**config.mk**
```make
export PLATFORM = sky130hd
export DESIGN_NAME = nmea_rmc_sentence_parser_flat
export DESIGN_NICKNAME = d
export VERILOG_FILES = /design/src/rtl/nmea_rmc_pkg.sv /design/src/rtl/nmea_rmc_if.sv /design/src/rtl/nmea_rmc_front.sv /design/src/rtl/nmea_rmc_queue.sv /design/src/rtl/nmea_rmc_back.sv /design/src/rtl/nmea_rmc_sentence_parser.sv /design/src/flat_wrapper.sv
export SDC_FILE = /design/constraint.sdc
export NUM_CORES = 2
export LEC_CHECK = 0
export ABC_AREA = 1
export BUFFER_PORTS_ARGS = -buffer_cell sky130_fd_sc_hd__buf_2
export CORE_MARGIN = 10
export CORE_UTILIZATION = 55
export DETAILED_ROUTE_END_ITERATION = 7
export PLACE_DENSITY = 0.75
export SLEW_MARGIN = 40
export SYNTH_ARGS = -nofsm -noshare
export SYNTH_HDL_FRONTEND = slang
export SYNTH_SLANG_ARGS = --single-unit
```
**constraint.sdc**
```tcl
create_clock -name clk -period 7.3 [get_ports clk]
set_input_delay 0.365 -clock clk [delete_from_list [all_inputs] [get_ports clk]]
set_output_delay 0.365 -clock clk [all_outputs]
set_load 0.1 [all_outputs]
```
**src/rtl/nmea_rmc_pkg.sv**
```systemverilog
`timescale 1ns / 1ps

package nmea_rmc_pkg;

  // Sentence length limit; a sentence that grows past it is dropped.
  localparam int MAX_STORED_DEFAULT = 90;

  localparam int NUM_FIELDS  = 9;
  localparam int FIELD_CHARS = 10;
  localparam int TEXT_W      = 8 * FIELD_CHARS;
  localparam int IDX_W       = $clog2(NUM_FIELDS);
  localparam int QUEUE_DEPTH = 4;

  localparam logic [7:0] CH_DOLLAR = 8'h24;
  localparam logic [7:0] CH_STAR   = 8'h2A;
  localparam logic [7:0] CH_NUL    = 8'h00;
  localparam logic [7:0] CH_COMMA  = 8'h2C;
  localparam logic [7:0] CH_R      = 8'h52;
  localparam logic [7:0] CH_M      = 8'h4D;
  localparam logic [7:0] CH_C      = 8'h43;
  localparam logic [7:0] CH_V      = 8'h56;
  localparam logic [7:0] CH_N      = 8'h4E;
  localparam logic [7:0] CH_E      = 8'h45;
  localparam logic [7:0] CH_DOT    = 8'h2E;
  localparam logic [7:0] CH_ZERO   = 8'h30;

  localparam logic [3:0] COMMA_SAT  = 4'd10;
  localparam logic [3:0] LAST_FIELD = 4'd9;

  typedef enum logic [1:0] {
    PH_HUNT,
    PH_HEAD,
    PH_BODY
  } phase_t;

  typedef enum logic [1:0] {
    CMD_LOAD,
    CMD_WRITE,
    CMD_EMIT
  } cmd_kind_t;

  typedef struct packed {
    cmd_kind_t  kind;
    logic [3:0] field;
    logic [3:0] pos;
    logic [7:0] data;
  } cmd_t;

  // Width of each field in characters; zero for codes that are no field.
  function automatic logic [3:0] field_len(input logic [3:0] f);
    logic [3:0] len;
    case (f)
      4'd1:    len = 4'd10;
      4'd2:    len = 4'd1;
      4'd3:    len = 4'd9;
      4'd4:    len = 4'd1;
      4'd5:    len = 4'd10;
      4'd6:    len = 4'd1;
      4'd7:    len = 4'd5;
      4'd8:    len = 4'd5;
      4'd9:    len = 4'd6;
      default: len = 4'd0;
    endcase
    return len;
  endfunction

  // Single-character fields take the last character given.
  function automatic logic field_multi(input logic [3:0] f);
    return field_len(f) > 4'd1;
  endfunction

  // Text a field holds at the start of a sentence.
  function automatic logic [TEXT_W-1:0] template_text(input logic [3:0] f);
    logic [TEXT_W-1:0] t;
    logic [3:0]        len;
    len = field_len(f);
    t   = '0;
    for (int i = 0; i < FIELD_CHARS; i++) begin
      if (4'(i) < len) begin
        t[8*i +: 8] = CH_ZERO;
      end
    end
    case (f)
      4'd1:    t[8*6 +: 8] = CH_DOT;
      4'd2:    t[7:0]      = CH_V;
      4'd3:    t[8*4 +: 8] = CH_DOT;
      4'd4:    t[7:0]      = CH_N;
      4'd5:    t[8*5 +: 8] = CH_DOT;
      4'd6:    t[7:0]      = CH_E;
      4'd7:    t[8*3 +: 8] = CH_DOT;
      4'd8:    t[8*3 +: 8] = CH_DOT;
      default: t = t;
    endcase
    return t;
  endfunction

endpackage

```
**src/rtl/nmea_rmc_if.sv**
```systemverilog
`timescale 1ns / 1ps

// Serial byte channel.
interface nmea_rmc_in_if;
  logic       valid;
  logic       ready;
  logic [7:0] rx_byte;

  modport source (output valid, output rx_byte, input ready);
  modport sink (input valid, input rx_byte, output ready);
endinterface

// Field result channel.
interface nmea_rmc_out_if;
  logic        valid;
  logic        ready;
  logic [3:0]  field_number;
  logic [63:0] text_low;
  logic [15:0] text_high;
  logic        last_field;

  modport source (output valid, output field_number, output text_low, output text_high,
                  output last_field, input ready);
  modport sink (input valid, input field_number, input text_low, input text_high,
                input last_field, output ready);
endinterface

```
**src/rtl/nmea_rmc_front.sv**
```systemverilog
`timescale 1ns / 1ps

module nmea_rmc_front #(
  parameter int MAX_STORED = nmea_rmc_pkg::MAX_STORED_DEFAULT
) (
  input  logic                 clk,
  input  logic                 rst,
  nmea_rmc_in_if.sink          serial,
  input  logic                 q_full,
  output logic                 push,
  output nmea_rmc_pkg::cmd_t   push_cmd
);

  localparam int CntW = $clog2(MAX_STORED + 2);

  nmea_rmc_pkg::phase_t phase, phase_next;
  logic [CntW-1:0]      stored_count, stored_count_next;
  logic [3:0]           comma_count, comma_count_next;
  logic [3:0]           char_index, char_index_next;
  logic                 scan_stopped, scan_stopped_next;
  logic                 hdr_ok, hdr_ok_next;
  logic                 cmd_valid;
  nmea_rmc_pkg::cmd_t   cmd;
  logic                 accept;

  assign serial.ready = !q_full;
  assign accept       = serial.valid && serial.ready;
  assign push         = accept && cmd_valid;
  assign push_cmd     = cmd;

  always_ff @(posedge clk) begin
    if (rst) begin
      phase        <= nmea_rmc_pkg::PH_HUNT;
      stored_count <= '0;
      comma_count  <= '0;
      char_index   <= '0;
      scan_stopped <= 1'b0;
      hdr_ok       <= 1'b0;
    end else if (accept) begin
      phase        <= phase_next;
      stored_count <= stored_count_next;
      comma_count  <= comma_count_next;
      char_index   <= char_index_next;
      scan_stopped <= scan_stopped_next;
      hdr_ok       <= hdr_ok_next;
    end
  end

  always_comb begin
    logic [7:0]      b;
    logic [CntW-1:0] cnt;
    logic            store_en;
    b                 = serial.rx_byte;
    phase_next        = phase;
    cnt               = stored_count;
    comma_count_next  = comma_count;
    char_index_next   = char_index;
    scan_stopped_next = scan_stopped;
    hdr_ok_next       = hdr_ok;
    cmd_valid         = 1'b0;
    cmd               = '{kind: nmea_rmc_pkg::CMD_WRITE, field: '0, pos: '0, data: b};
    store_en          = 1'b0;

    if (stored_count > CntW'(MAX_STORED)) begin
      phase_next = nmea_rmc_pkg::PH_HUNT;
      cnt        = '0;
    end

    case (phase_next)
      nmea_rmc_pkg::PH_HUNT: begin
        if (b == nmea_rmc_pkg::CH_DOLLAR) begin
          cmd_valid         = 1'b1;
          cmd.kind          = nmea_rmc_pkg::CMD_LOAD;
          comma_count_next  = '0;
          char_index_next   = '0;
          scan_stopped_next = 1'b0;
          store_en          = 1'b1;
        end
      end
      nmea_rmc_pkg::PH_HEAD,
      nmea_rmc_pkg::PH_BODY: store_en = 1'b1;
      default: store_en = 1'b0;
    endcase

    if (store_en) begin
      // Header letters at byte positions 3 to 5 must spell RMC.
      if (cnt == CntW'(3)) begin
        hdr_ok_next = (b == nmea_rmc_pkg::CH_R);
      end else if (cnt == CntW'(4)) begin
        hdr_ok_next = hdr_ok && (b == nmea_rmc_pkg::CH_M);
      end else if (cnt == CntW'(5)) begin
        hdr_ok_next = hdr_ok && (b == nmea_rmc_pkg::CH_C);
      end

      if (!scan_stopped_next) begin
        if (b == nmea_rmc_pkg::CH_STAR || b == nmea_rmc_pkg::CH_NUL) begin
          scan_stopped_next = 1'b1;
        end else if (b == nmea_rmc_pkg::CH_COMMA) begin
          if (comma_count_next < nmea_rmc_pkg::COMMA_SAT) begin
            comma_count_next = comma_count_next + 4'd1;
          end
          char_index_next = '0;
        end else if (comma_count_next >= 4'd1 && comma_count_next <= nmea_rmc_pkg::LAST_FIELD) begin
          if (nmea_rmc_pkg::field_multi(comma_count_next)) begin
            if (char_index_next < nmea_rmc_pkg::field_len(comma_count_next)) begin
              cmd_valid       = 1'b1;
              cmd.field       = comma_count_next;
              cmd.pos         = char_index_next;
              char_index_next = char_index_next + 4'd1;
            end
          end else begin
            cmd_valid = 1'b1;
            cmd.field = comma_count_next;
            cmd.pos   = '0;
          end
        end
      end
    end

    case (phase_next)
      nmea_rmc_pkg::PH_HUNT: begin
        if (store_en) begin
          phase_next = nmea_rmc_pkg::PH_HEAD;
          cnt        = CntW'(1);
        end
      end
      nmea_rmc_pkg::PH_HEAD: begin
        cnt = cnt + CntW'(1);
        if (cnt > CntW'(5)) begin
          if (hdr_ok_next) begin
            phase_next = nmea_rmc_pkg::PH_BODY;
          end else begin
            phase_next = nmea_rmc_pkg::PH_HUNT;
            cnt        = '0;
          end
        end
      end
      nmea_rmc_pkg::PH_BODY: begin
        cnt = cnt + CntW'(1);
        if (b == nmea_rmc_pkg::CH_STAR) begin
          cmd_valid  = 1'b1;
          cmd.kind   = nmea_rmc_pkg::CMD_EMIT;
          phase_next = nmea_rmc_pkg::PH_HUNT;
          cnt        = '0;
        end
      end
      default: phase_next = nmea_rmc_pkg::PH_HUNT;
    endcase

    stored_count_next = cnt;
  end

endmodule

```
**src/rtl/nmea_rmc_queue.sv**
```systemverilog
`timescale 1ns / 1ps

module nmea_rmc_queue (
  input  logic               clk,
  input  logic               rst,
  input  logic               push,
  input  nmea_rmc_pkg::cmd_t push_cmd,
  output logic               full,
  output logic               head_valid,
  output nmea_rmc_pkg::cmd_t head_cmd,
  input  logic               pop
);

  localparam int PtrW = $clog2(nmea_rmc_pkg::QUEUE_DEPTH);
  localparam int CntW = $clog2(nmea_rmc_pkg::QUEUE_DEPTH + 1);

  nmea_rmc_pkg::cmd_t slots [nmea_rmc_pkg::QUEUE_DEPTH];
  logic [PtrW-1:0]    wr_ptr;
  logic [PtrW-1:0]    rd_ptr;
  logic [CntW-1:0]    count;
  logic               do_pop;

  assign full       = (count == CntW'(nmea_rmc_pkg::QUEUE_DEPTH));
  assign head_valid = (count != '0);
  assign head_cmd   = slots[rd_ptr];
  assign do_pop     = pop && head_valid;

  always_ff @(posedge clk) begin
    if (push) begin
      slots[wr_ptr] <= push_cmd;
    end
  end

  always_ff @(posedge clk) begin
    if (rst) begin
      wr_ptr <= '0;
      rd_ptr <= '0;
      count  <= '0;
    end else begin
      if (push) begin
        wr_ptr <= wr_ptr + PtrW'(1);
      end
      if (do_pop) begin
        rd_ptr <= rd_ptr + PtrW'(1);
      end
      if (push && !do_pop) begin
        count <= count + CntW'(1);
      end else if (do_pop && !push) begin
        count <= count - CntW'(1);
      end
    end
  end

endmodule

```
**src/rtl/nmea_rmc_back.sv**
```systemverilog
`timescale 1ns / 1ps

module nmea_rmc_back (
  input  logic               clk,
  input  logic               rst,
  input  logic               head_valid,
  input  nmea_rmc_pkg::cmd_t head_cmd,
  output logic               pop,
  nmea_rmc_out_if.source     fields
);

  localparam int NumF = nmea_rmc_pkg::NUM_FIELDS;
  localparam int IdxW = nmea_rmc_pkg::IDX_W;

  logic [nmea_rmc_pkg::TEXT_W-1:0] text [NumF];
  logic [3:0]                      emit_field;
  logic                            out_free;
  logic                            do_emit;
  logic [IdxW-1:0]                 wr_idx;
  logic [IdxW-1:0]                 rd_idx;
  logic [nmea_rmc_pkg::TEXT_W-1:0] rd_text;

  assign out_free = !fields.valid || fields.ready;
  assign do_emit  = head_valid && head_cmd.kind == nmea_rmc_pkg::CMD_EMIT && out_free;
  assign wr_idx   = IdxW'(head_cmd.field - 4'd1);
  assign rd_idx   = IdxW'(emit_field - 4'd1);
  assign rd_text  = text[rd_idx];

  always_comb begin
    case (head_cmd.kind)
      nmea_rmc_pkg::CMD_LOAD,
      nmea_rmc_pkg::CMD_WRITE: pop = head_valid;
      nmea_rmc_pkg::CMD_EMIT:  pop = do_emit && emit_field == nmea_rmc_pkg::LAST_FIELD;
      default:                 pop = head_valid;
    endcase
  end

  always_ff @(posedge clk) begin
    if (head_valid && head_cmd.kind == nmea_rmc_pkg::CMD_LOAD) begin
      for (int i = 0; i < NumF; i++) begin
        text[i] <= nmea_rmc_pkg::template_text(4'(i + 1));
      end
    end else if (head_valid && head_cmd.kind == nmea_rmc_pkg::CMD_WRITE) begin
      text[wr_idx][8*head_cmd.pos +: 8] <= head_cmd.data;
    end
  end

  always_ff @(posedge clk) begin
    if (rst) begin
      fields.valid <= 1'b0;
      emit_field   <= 4'd1;
    end else begin
      if (do_emit) begin
        fields.valid <= 1'b1;
        emit_field   <= (emit_field == nmea_rmc_pkg::LAST_FIELD) ? 4'd1 : emit_field + 4'd1;
      end else if (fields.ready) begin
        fields.valid <= 1'b0;
      end
    end
  end

  always_ff @(posedge clk) begin
    if (do_emit) begin
      fields.field_number <= emit_field;
      fields.text_low     <= rd_text[63:0];
      fields.text_high    <= rd_text[79:64];
      fields.last_field   <= (emit_field == nmea_rmc_pkg::LAST_FIELD);
    end
  end

endmodule

```
**src/rtl/nmea_rmc_sentence_parser.sv**
```systemverilog
`timescale 1ns / 1ps

// NMEA 0183 RMC sentence parser.
// The serial channel carries one received byte per word. The parser hunts for '$', keeps a
// sentence only when its header reads RMC, and captures fields 1 to 9 (time, status,
// latitude, N/S, longitude, E/W, speed, course, date) into a record that starts from a
// template of '0' characters, '.' markers and the letters V, N and E. When '*' closes a
// kept sentence, the fields channel gives nine words, field 1 to 9, with last_field set
// on the ninth. Characters beyond a field's width are dropped.
// Throughput: a byte is accepted in every cycle while the four-entry command queue between
// the front end and the record store has room. A closing '*' holds the record store for
// nine result words, one per field, sent through the single output register. The '*'
// passes through the command queue, and each result word is registered in the output
// register; the words follow on consecutive cycles when the receiver takes them.
// When the receiver stalls, the output register holds its word, the back end stops and
// the queue fills; once it is full, serial ready drops until a slot frees.
// Reset clears the hunt state, the queue and the output valid; no result is pending.
module nmea_rmc_sentence_parser #(
  parameter int MAX_STORED = nmea_rmc_pkg::MAX_STORED_DEFAULT
) (
  input  logic           clk,
  input  logic           rst,
  nmea_rmc_in_if.sink    serial,
  nmea_rmc_out_if.source fields
);

  logic               push;
  nmea_rmc_pkg::cmd_t push_cmd;
  logic               q_full;
  logic               head_valid;
  nmea_rmc_pkg::cmd_t head_cmd;
  logic               pop;

  // Front end: phase tracking, header check and comma counting turn each byte into at most
  // one record command.
  nmea_rmc_front #(
    .MAX_STORED (MAX_STORED)
  ) u_front (
    .clk      (clk),
    .rst      (rst),
    .serial   (serial),
    .q_full   (q_full),
    .push     (push),
    .push_cmd (push_cmd)
  );

  nmea_rmc_queue u_queue (
    .clk        (clk),
    .rst        (rst),
    .push       (push),
    .push_cmd   (push_cmd),
    .full       (q_full),
    .head_valid (head_valid),
    .head_cmd   (head_cmd),
    .pop        (pop)
  );

  // Back end: the record store and the sequencer that reads it out field by field.
  nmea_rmc_back u_back (
    .clk        (clk),
    .rst        (rst),
    .head_valid (head_valid),
    .head_cmd   (head_cmd),
    .pop        (pop),
    .fields     (fields)
  );

endmodule

```
**src/flat_wrapper.sv**
```systemverilog
// flat-port wrapper written by rule: the top's interface ports become plain ports
module nmea_rmc_sentence_parser_flat 
#(
  parameter int MAX_STORED = nmea_rmc_pkg::MAX_STORED_DEFAULT
)
  (clk, rst, serial_valid, serial_rx_byte, serial_ready, fields_valid, fields_field_number, fields_text_low, fields_text_high, fields_last_field, fields_ready);
  nmea_rmc_in_if serial_i ();
  nmea_rmc_out_if fields_i ();
  input  logic clk;
  input  logic rst;
  input wire logic [$bits(serial_i.valid)-1:0] serial_valid;
  input wire logic [$bits(serial_i.rx_byte)-1:0] serial_rx_byte;
  output wire logic [$bits(serial_i.ready)-1:0] serial_ready;
  output wire logic [$bits(fields_i.valid)-1:0] fields_valid;
  output wire logic [$bits(fields_i.field_number)-1:0] fields_field_number;
  output wire logic [$bits(fields_i.text_low)-1:0] fields_text_low;
  output wire logic [$bits(fields_i.text_high)-1:0] fields_text_high;
  output wire logic [$bits(fields_i.last_field)-1:0] fields_last_field;
  input wire logic [$bits(fields_i.ready)-1:0] fields_ready;
  assign serial_i.valid = serial_valid;
  assign serial_i.rx_byte = serial_rx_byte;
  assign serial_ready = serial_i.ready;
  assign fields_valid = fields_i.valid;
  assign fields_field_number = fields_i.field_number;
  assign fields_text_low = fields_i.text_low;
  assign fields_text_high = fields_i.text_high;
  assign fields_last_field = fields_i.last_field;
  assign fields_i.ready = fields_ready;
  nmea_rmc_sentence_parser #(.MAX_STORED(MAX_STORED)) u_core (.clk(clk), .rst(rst), .serial(serial_i), .fields(fields_i));
endmodule
```
==> out/results.tsv <==
metric	value	unit
multi_input_area	0.0175	mm²
globalRouteTotalUtil	23.8	%
final-setup-viol-count	0	
power_density	384	mW/mm²
row_count	124	
grt_pass1_vias	40900	
stdcell_count	7048	
unrepaired_setup_endpoints_after_global_routing	no	
clock_sinks	1470	
max_slew_margin	40.1	%
route.detailed.wl_per_inst	22.6	µm
tightest_slew	0.899	ns
timing.final.max_slew_violations	0	
synth-edff-count	1437	
die_width	360	µm
area.growth.synth_to_final	10.6	%
cap_violations	0	
crit_path_max_fanout	36	
hold_path_class	in2reg	
vdd_drop_max	0.299	mV
layout_worst_path_cycle_share	74.4	%
finalClockSkew	0.0325	ns
fraction_of_the_yosys_area_taken_by_sequential_cells	69.0	%
postSynthNetCount	5414	
dr.pass1.iters	6	
h-tree-depth	4	
mostFrequentLayoutCell	sky130_fd_sc_hd__nor2_1	
synth.avg_cell_area	11.8	µm²
filler_cell_count	8619	
clock_root_buffer_master	sky130_fd_sc_hd__clkbuf_16	
drc	0	
post_synth_inst_count	5375	
leading_cell_types_in_the_layout_fill_and_taps_excluded	1,477 x sky130_fd_sc_hd__nor2_1, 1,437 x sky130_fd_sc_hd__edfxtp_1, 529 x sky130_fd_sc_hd__o21ai_0, 391 x sky130_fd_sc_hd__nand2_1, 213 x sky130_fd_sc_hd__mux2i_1	
coreArea	0.115	mm²
synthesis.yosys.warnings	0	
floorplan.io_pins	99	
worst_case_hold_slack	0.323	ns
timing.setup.tns	0	ns
timing.final.crit_period	5.43	ns
synthArstFlopShare	0	%
place.gp.congestion	0.867	
grt_antenna_before_repair	1	
postCtsSetupBuffers	0	
place.port_buffers	98	
timing.hold.worst.start	serial_valid	
ys_types	56	
critical_path.startpoint_type	flip-flop	
layout-drive-gt1-share	10.1	%
detail_route.wirelength	159000	µm
placed_cells	6764	
globalRoute.totalOverflow	0	
setup.worst_path.end_class	flip-flop	
initial_utilization	55.5	%
fmaxAchievable	184	MHz
run_status	finished clean	
grt_max_degree	186	
ff_latch_area	0.0438	mm²
p_leak	0.0261	µW
vias	42800	
ant_nets	0	
cts.reportedPaths.clkPinSlew	0.06	ns
detailedRoute.firstIterationViolations	5341	
syn_area	0.0635	mm²
dpl-instance-area	0.0654	mm²
clk_latency_worst_skew_pair	0.76	ns
most_frequently_used_flop_master_after_synthesis	sky130_fd_sc_hd__edfxtp_1	
grt_pass1_wl	242000	µm
detailedPlacementHpwl	99600	µm
yosys-top-cells-area	sky130_fd_sc_hd__edfxtp_1 68%, sky130_fd_sc_hd__nor2_1 8.8%, sky130_fd_sc_hd__o21ai_0 4.2%, sky130_fd_sc_hd__mux2i_1 3.4%, sky130_fd_sc_hd__nand2_1 2.3%	
worstPathRequired	7.88	ns
cts_tree	built	
ctsLongestPathBuffers	3	
die_y	360	µm
final-hold-violation-count	0	
flip_flop_and_latch_count_after_synthesis	1470	
yosys.area.top_type_share	68.0	%
timing.critical_path.arrival	6.01	ns
design_area	0.0702	mm²
cts_buffers	151	
detail_route.vias_per_cell	6.07	
nets	5456	
fp.dieArea	0.129	mm²
synth_top_cell_by_area	sky130_fd_sc_hd__edfxtp_1	
worst-setup-path-type	reg2reg	
-- stage by stage --
step	util [%]	total power [µW]	worst slack, ns
global placement	57.0	19300	2.01
finish	61.3	26900	1.87
global route	61.3	28100	1.47
detailed placement	57.1	19600	1.89
floorplan	-	16900	3.09
CTS	61.3	26900	1.88
-- what timing repair did --
item                                   CTS  global route
hold buffers                            10             0
endpoints found under the hold margin   44             0
gates resized for setup                  0             0
-- routing by layer --
layer / vias to the layer above / GRT usage, % / wire [µm]
li1: 19300 / - / -
met1: 20900 / 31.9 / 62400
met2: 2257 / 39.3 / 77000
met3: 312 / 3.96 / 14600
met4: 0 / 8.56 / 5310
met5: - / 0 / 0
-- path summary, 6_finish.rpt --
path	end	slack (ns)	cells past startpoint
worst max register to register	u_core.u_back.text[5][40]	1.87	12
worst min-delay path	u_core.u_front.char_index[2]	0.32	4
worst min register to register	u_core.u_front.char_index[1]	0.46	2
worst max-delay path	u_core.u_back.text[5][40]	1.87	12
-- report_power, final --
part | total [µW] | leakage [µW] | internal (µW) | switching [µW]
sequential | 11000 | 0.0140 | 10800 | 230
clock | 7380 | 0.00229 | 4200 | 3180
combinational | 8590 | 0.00986 | 2050 | 6540
total | 26900 | 0.0261 | 17000 | 9950
-- kinds of logic after synthesis --
family | share of synthesized area [%]
AOI/OAI and AO/OA | 8.93
muxes | 3.36
adders and majority gates | 0.544
buffers and inverters | 3.55
xor gates and xnor gates | 0.0690
and+or+nand+nor | 14.5
DFF | 69.0
-- synthesized netlist by cell type, types with 3 or more instances --
| library cell | instances |
|---|---|
| sky130_fd_sc_hd__nand3_1 | 86 |
| sky130_fd_sc_hd__edfxtp_1 | 1437 |
| sky130_fd_sc_hd__nor3_1 | 49 |
| sky130_fd_sc_hd__dfxtp_1 | 33 |
| sky130_fd_sc_hd__inv_1 | 179 |
| sky130_fd_sc_hd__nor2_2 | 7 |
| sky130_fd_sc_hd__mux2i_1 | 213 |
| sky130_fd_sc_hd__buf_1 | 14 |
| sky130_fd_sc_hd__nand3b_1 | 3 |
| sky130_fd_sc_hd__clkinv_2 | 5 |
| sky130_fd_sc_hd__inv_2 | 34 |
| sky130_fd_sc_hd__xor2_1 | 4 |
| sky130_fd_sc_hd__buf_6 | 6 |
| sky130_fd_sc_hd__nand3_4 | 3 |
| sky130_fd_sc_hd__inv_4 | 4 |
| sky130_fd_sc_hd__nand2_1 | 392 |
| sky130_fd_sc_hd__o32ai_1 | 79 |
| sky130_fd_sc_hd__o221ai_1 | 134 |
| sky130_fd_sc_hd__ha_1 | 26 |
| sky130_fd_sc_hd__or2_2 | 25 |
| sky130_fd_sc_hd__a32oi_1 | 12 |
| sky130_fd_sc_hd__o21ai_0 | 529 |
| sky130_fd_sc_hd__nand4_1 | 11 |
| sky130_fd_sc_hd__a21oi_1 | 37 |
| sky130_fd_sc_hd__nor2_8 | 8 |
| sky130_fd_sc_hd__clkinv_1 | 70 |
| sky130_fd_sc_hd__nor2_1 | 1488 |
| sky130_fd_sc_hd__o211ai_1 | 6 |
| sky130_fd_sc_hd__nand2_4 | 75 |
| sky130_fd_sc_hd__o22ai_1 | 108 |
| sky130_fd_sc_hd__buf_2 | 24 |
| sky130_fd_sc_hd__clkbuf_1 | 234 |
| sky130_fd_sc_hd__nand2_2 | 11 |
-- flip-flops by register name, summed over array words and instances, names as in the netlist, named ones only --
| register | flops |
|---|---|
| u_core.u_queue.rd_ptr | 2 |
| u_core.u_back.fields.field_number | 4 |
| u_core.u_back.fields.valid | 1 |
| u_core.u_back.text | 1280 |
| u_core.u_back.emit_field | 4 |
| u_core.u_back.fields.last_field | 1 |
| u_core.u_front.hdr_ok | 1 |
| u_core.u_queue.slots | 72 |
| u_core.u_front.char_index | 4 |
| u_core.u_back.fields.text_high | 16 |
| u_core.u_queue.wr_ptr | 2 |
| u_core.u_front.comma_count | 4 |
| u_core.u_front.stored_count | 7 |
| u_core.u_queue.count | 3 |
| u_core.u_front.phase | 2 |
| u_core.u_front.scan_stopped | 1 |
| u_core.u_back.fields.text_low | 64 |
-- worst max-delay path: stages, from the launching register on --
cell and delay [ns]:
sky130_fd_sc_hd__dfxtp_1 0.46, sky130_fd_sc_hd__buf_4 0.30, sky130_fd_sc_hd__inv_4 0.27, sky130_fd_sc_hd__nand2_1 0.15, sky130_fd_sc_hd__a32oi_4 0.53, sky130_fd_sc_hd__inv_2 0.26, sky130_fd_sc_hd__ha_1 0.81, sky130_fd_sc_hd__clkinv_1 0.76
sky130_fd_sc_hd__nor2_1 0.26, sky130_fd_sc_hd__inv_1 0.07, sky130_fd_sc_hd__nor2_1 0.65, sky130_fd_sc_hd__clkinv_1 0.51, sky130_fd_sc_hd__nor2_1 0.21
-- area by class of cell --
class                           count  area share [%]
Timing Repair Buffer              169            1.70
Antenna cell                        1         0.00356
Sequential cell                  1470            62.4
Multi-Input combinational cell   3332            24.9
Clock buffer                      184            5.68
Tap cell                         1512            2.69
Clock inverter                     87           0.978
Inverter                          293            1.63
Power figures use the tool's default switching activity.
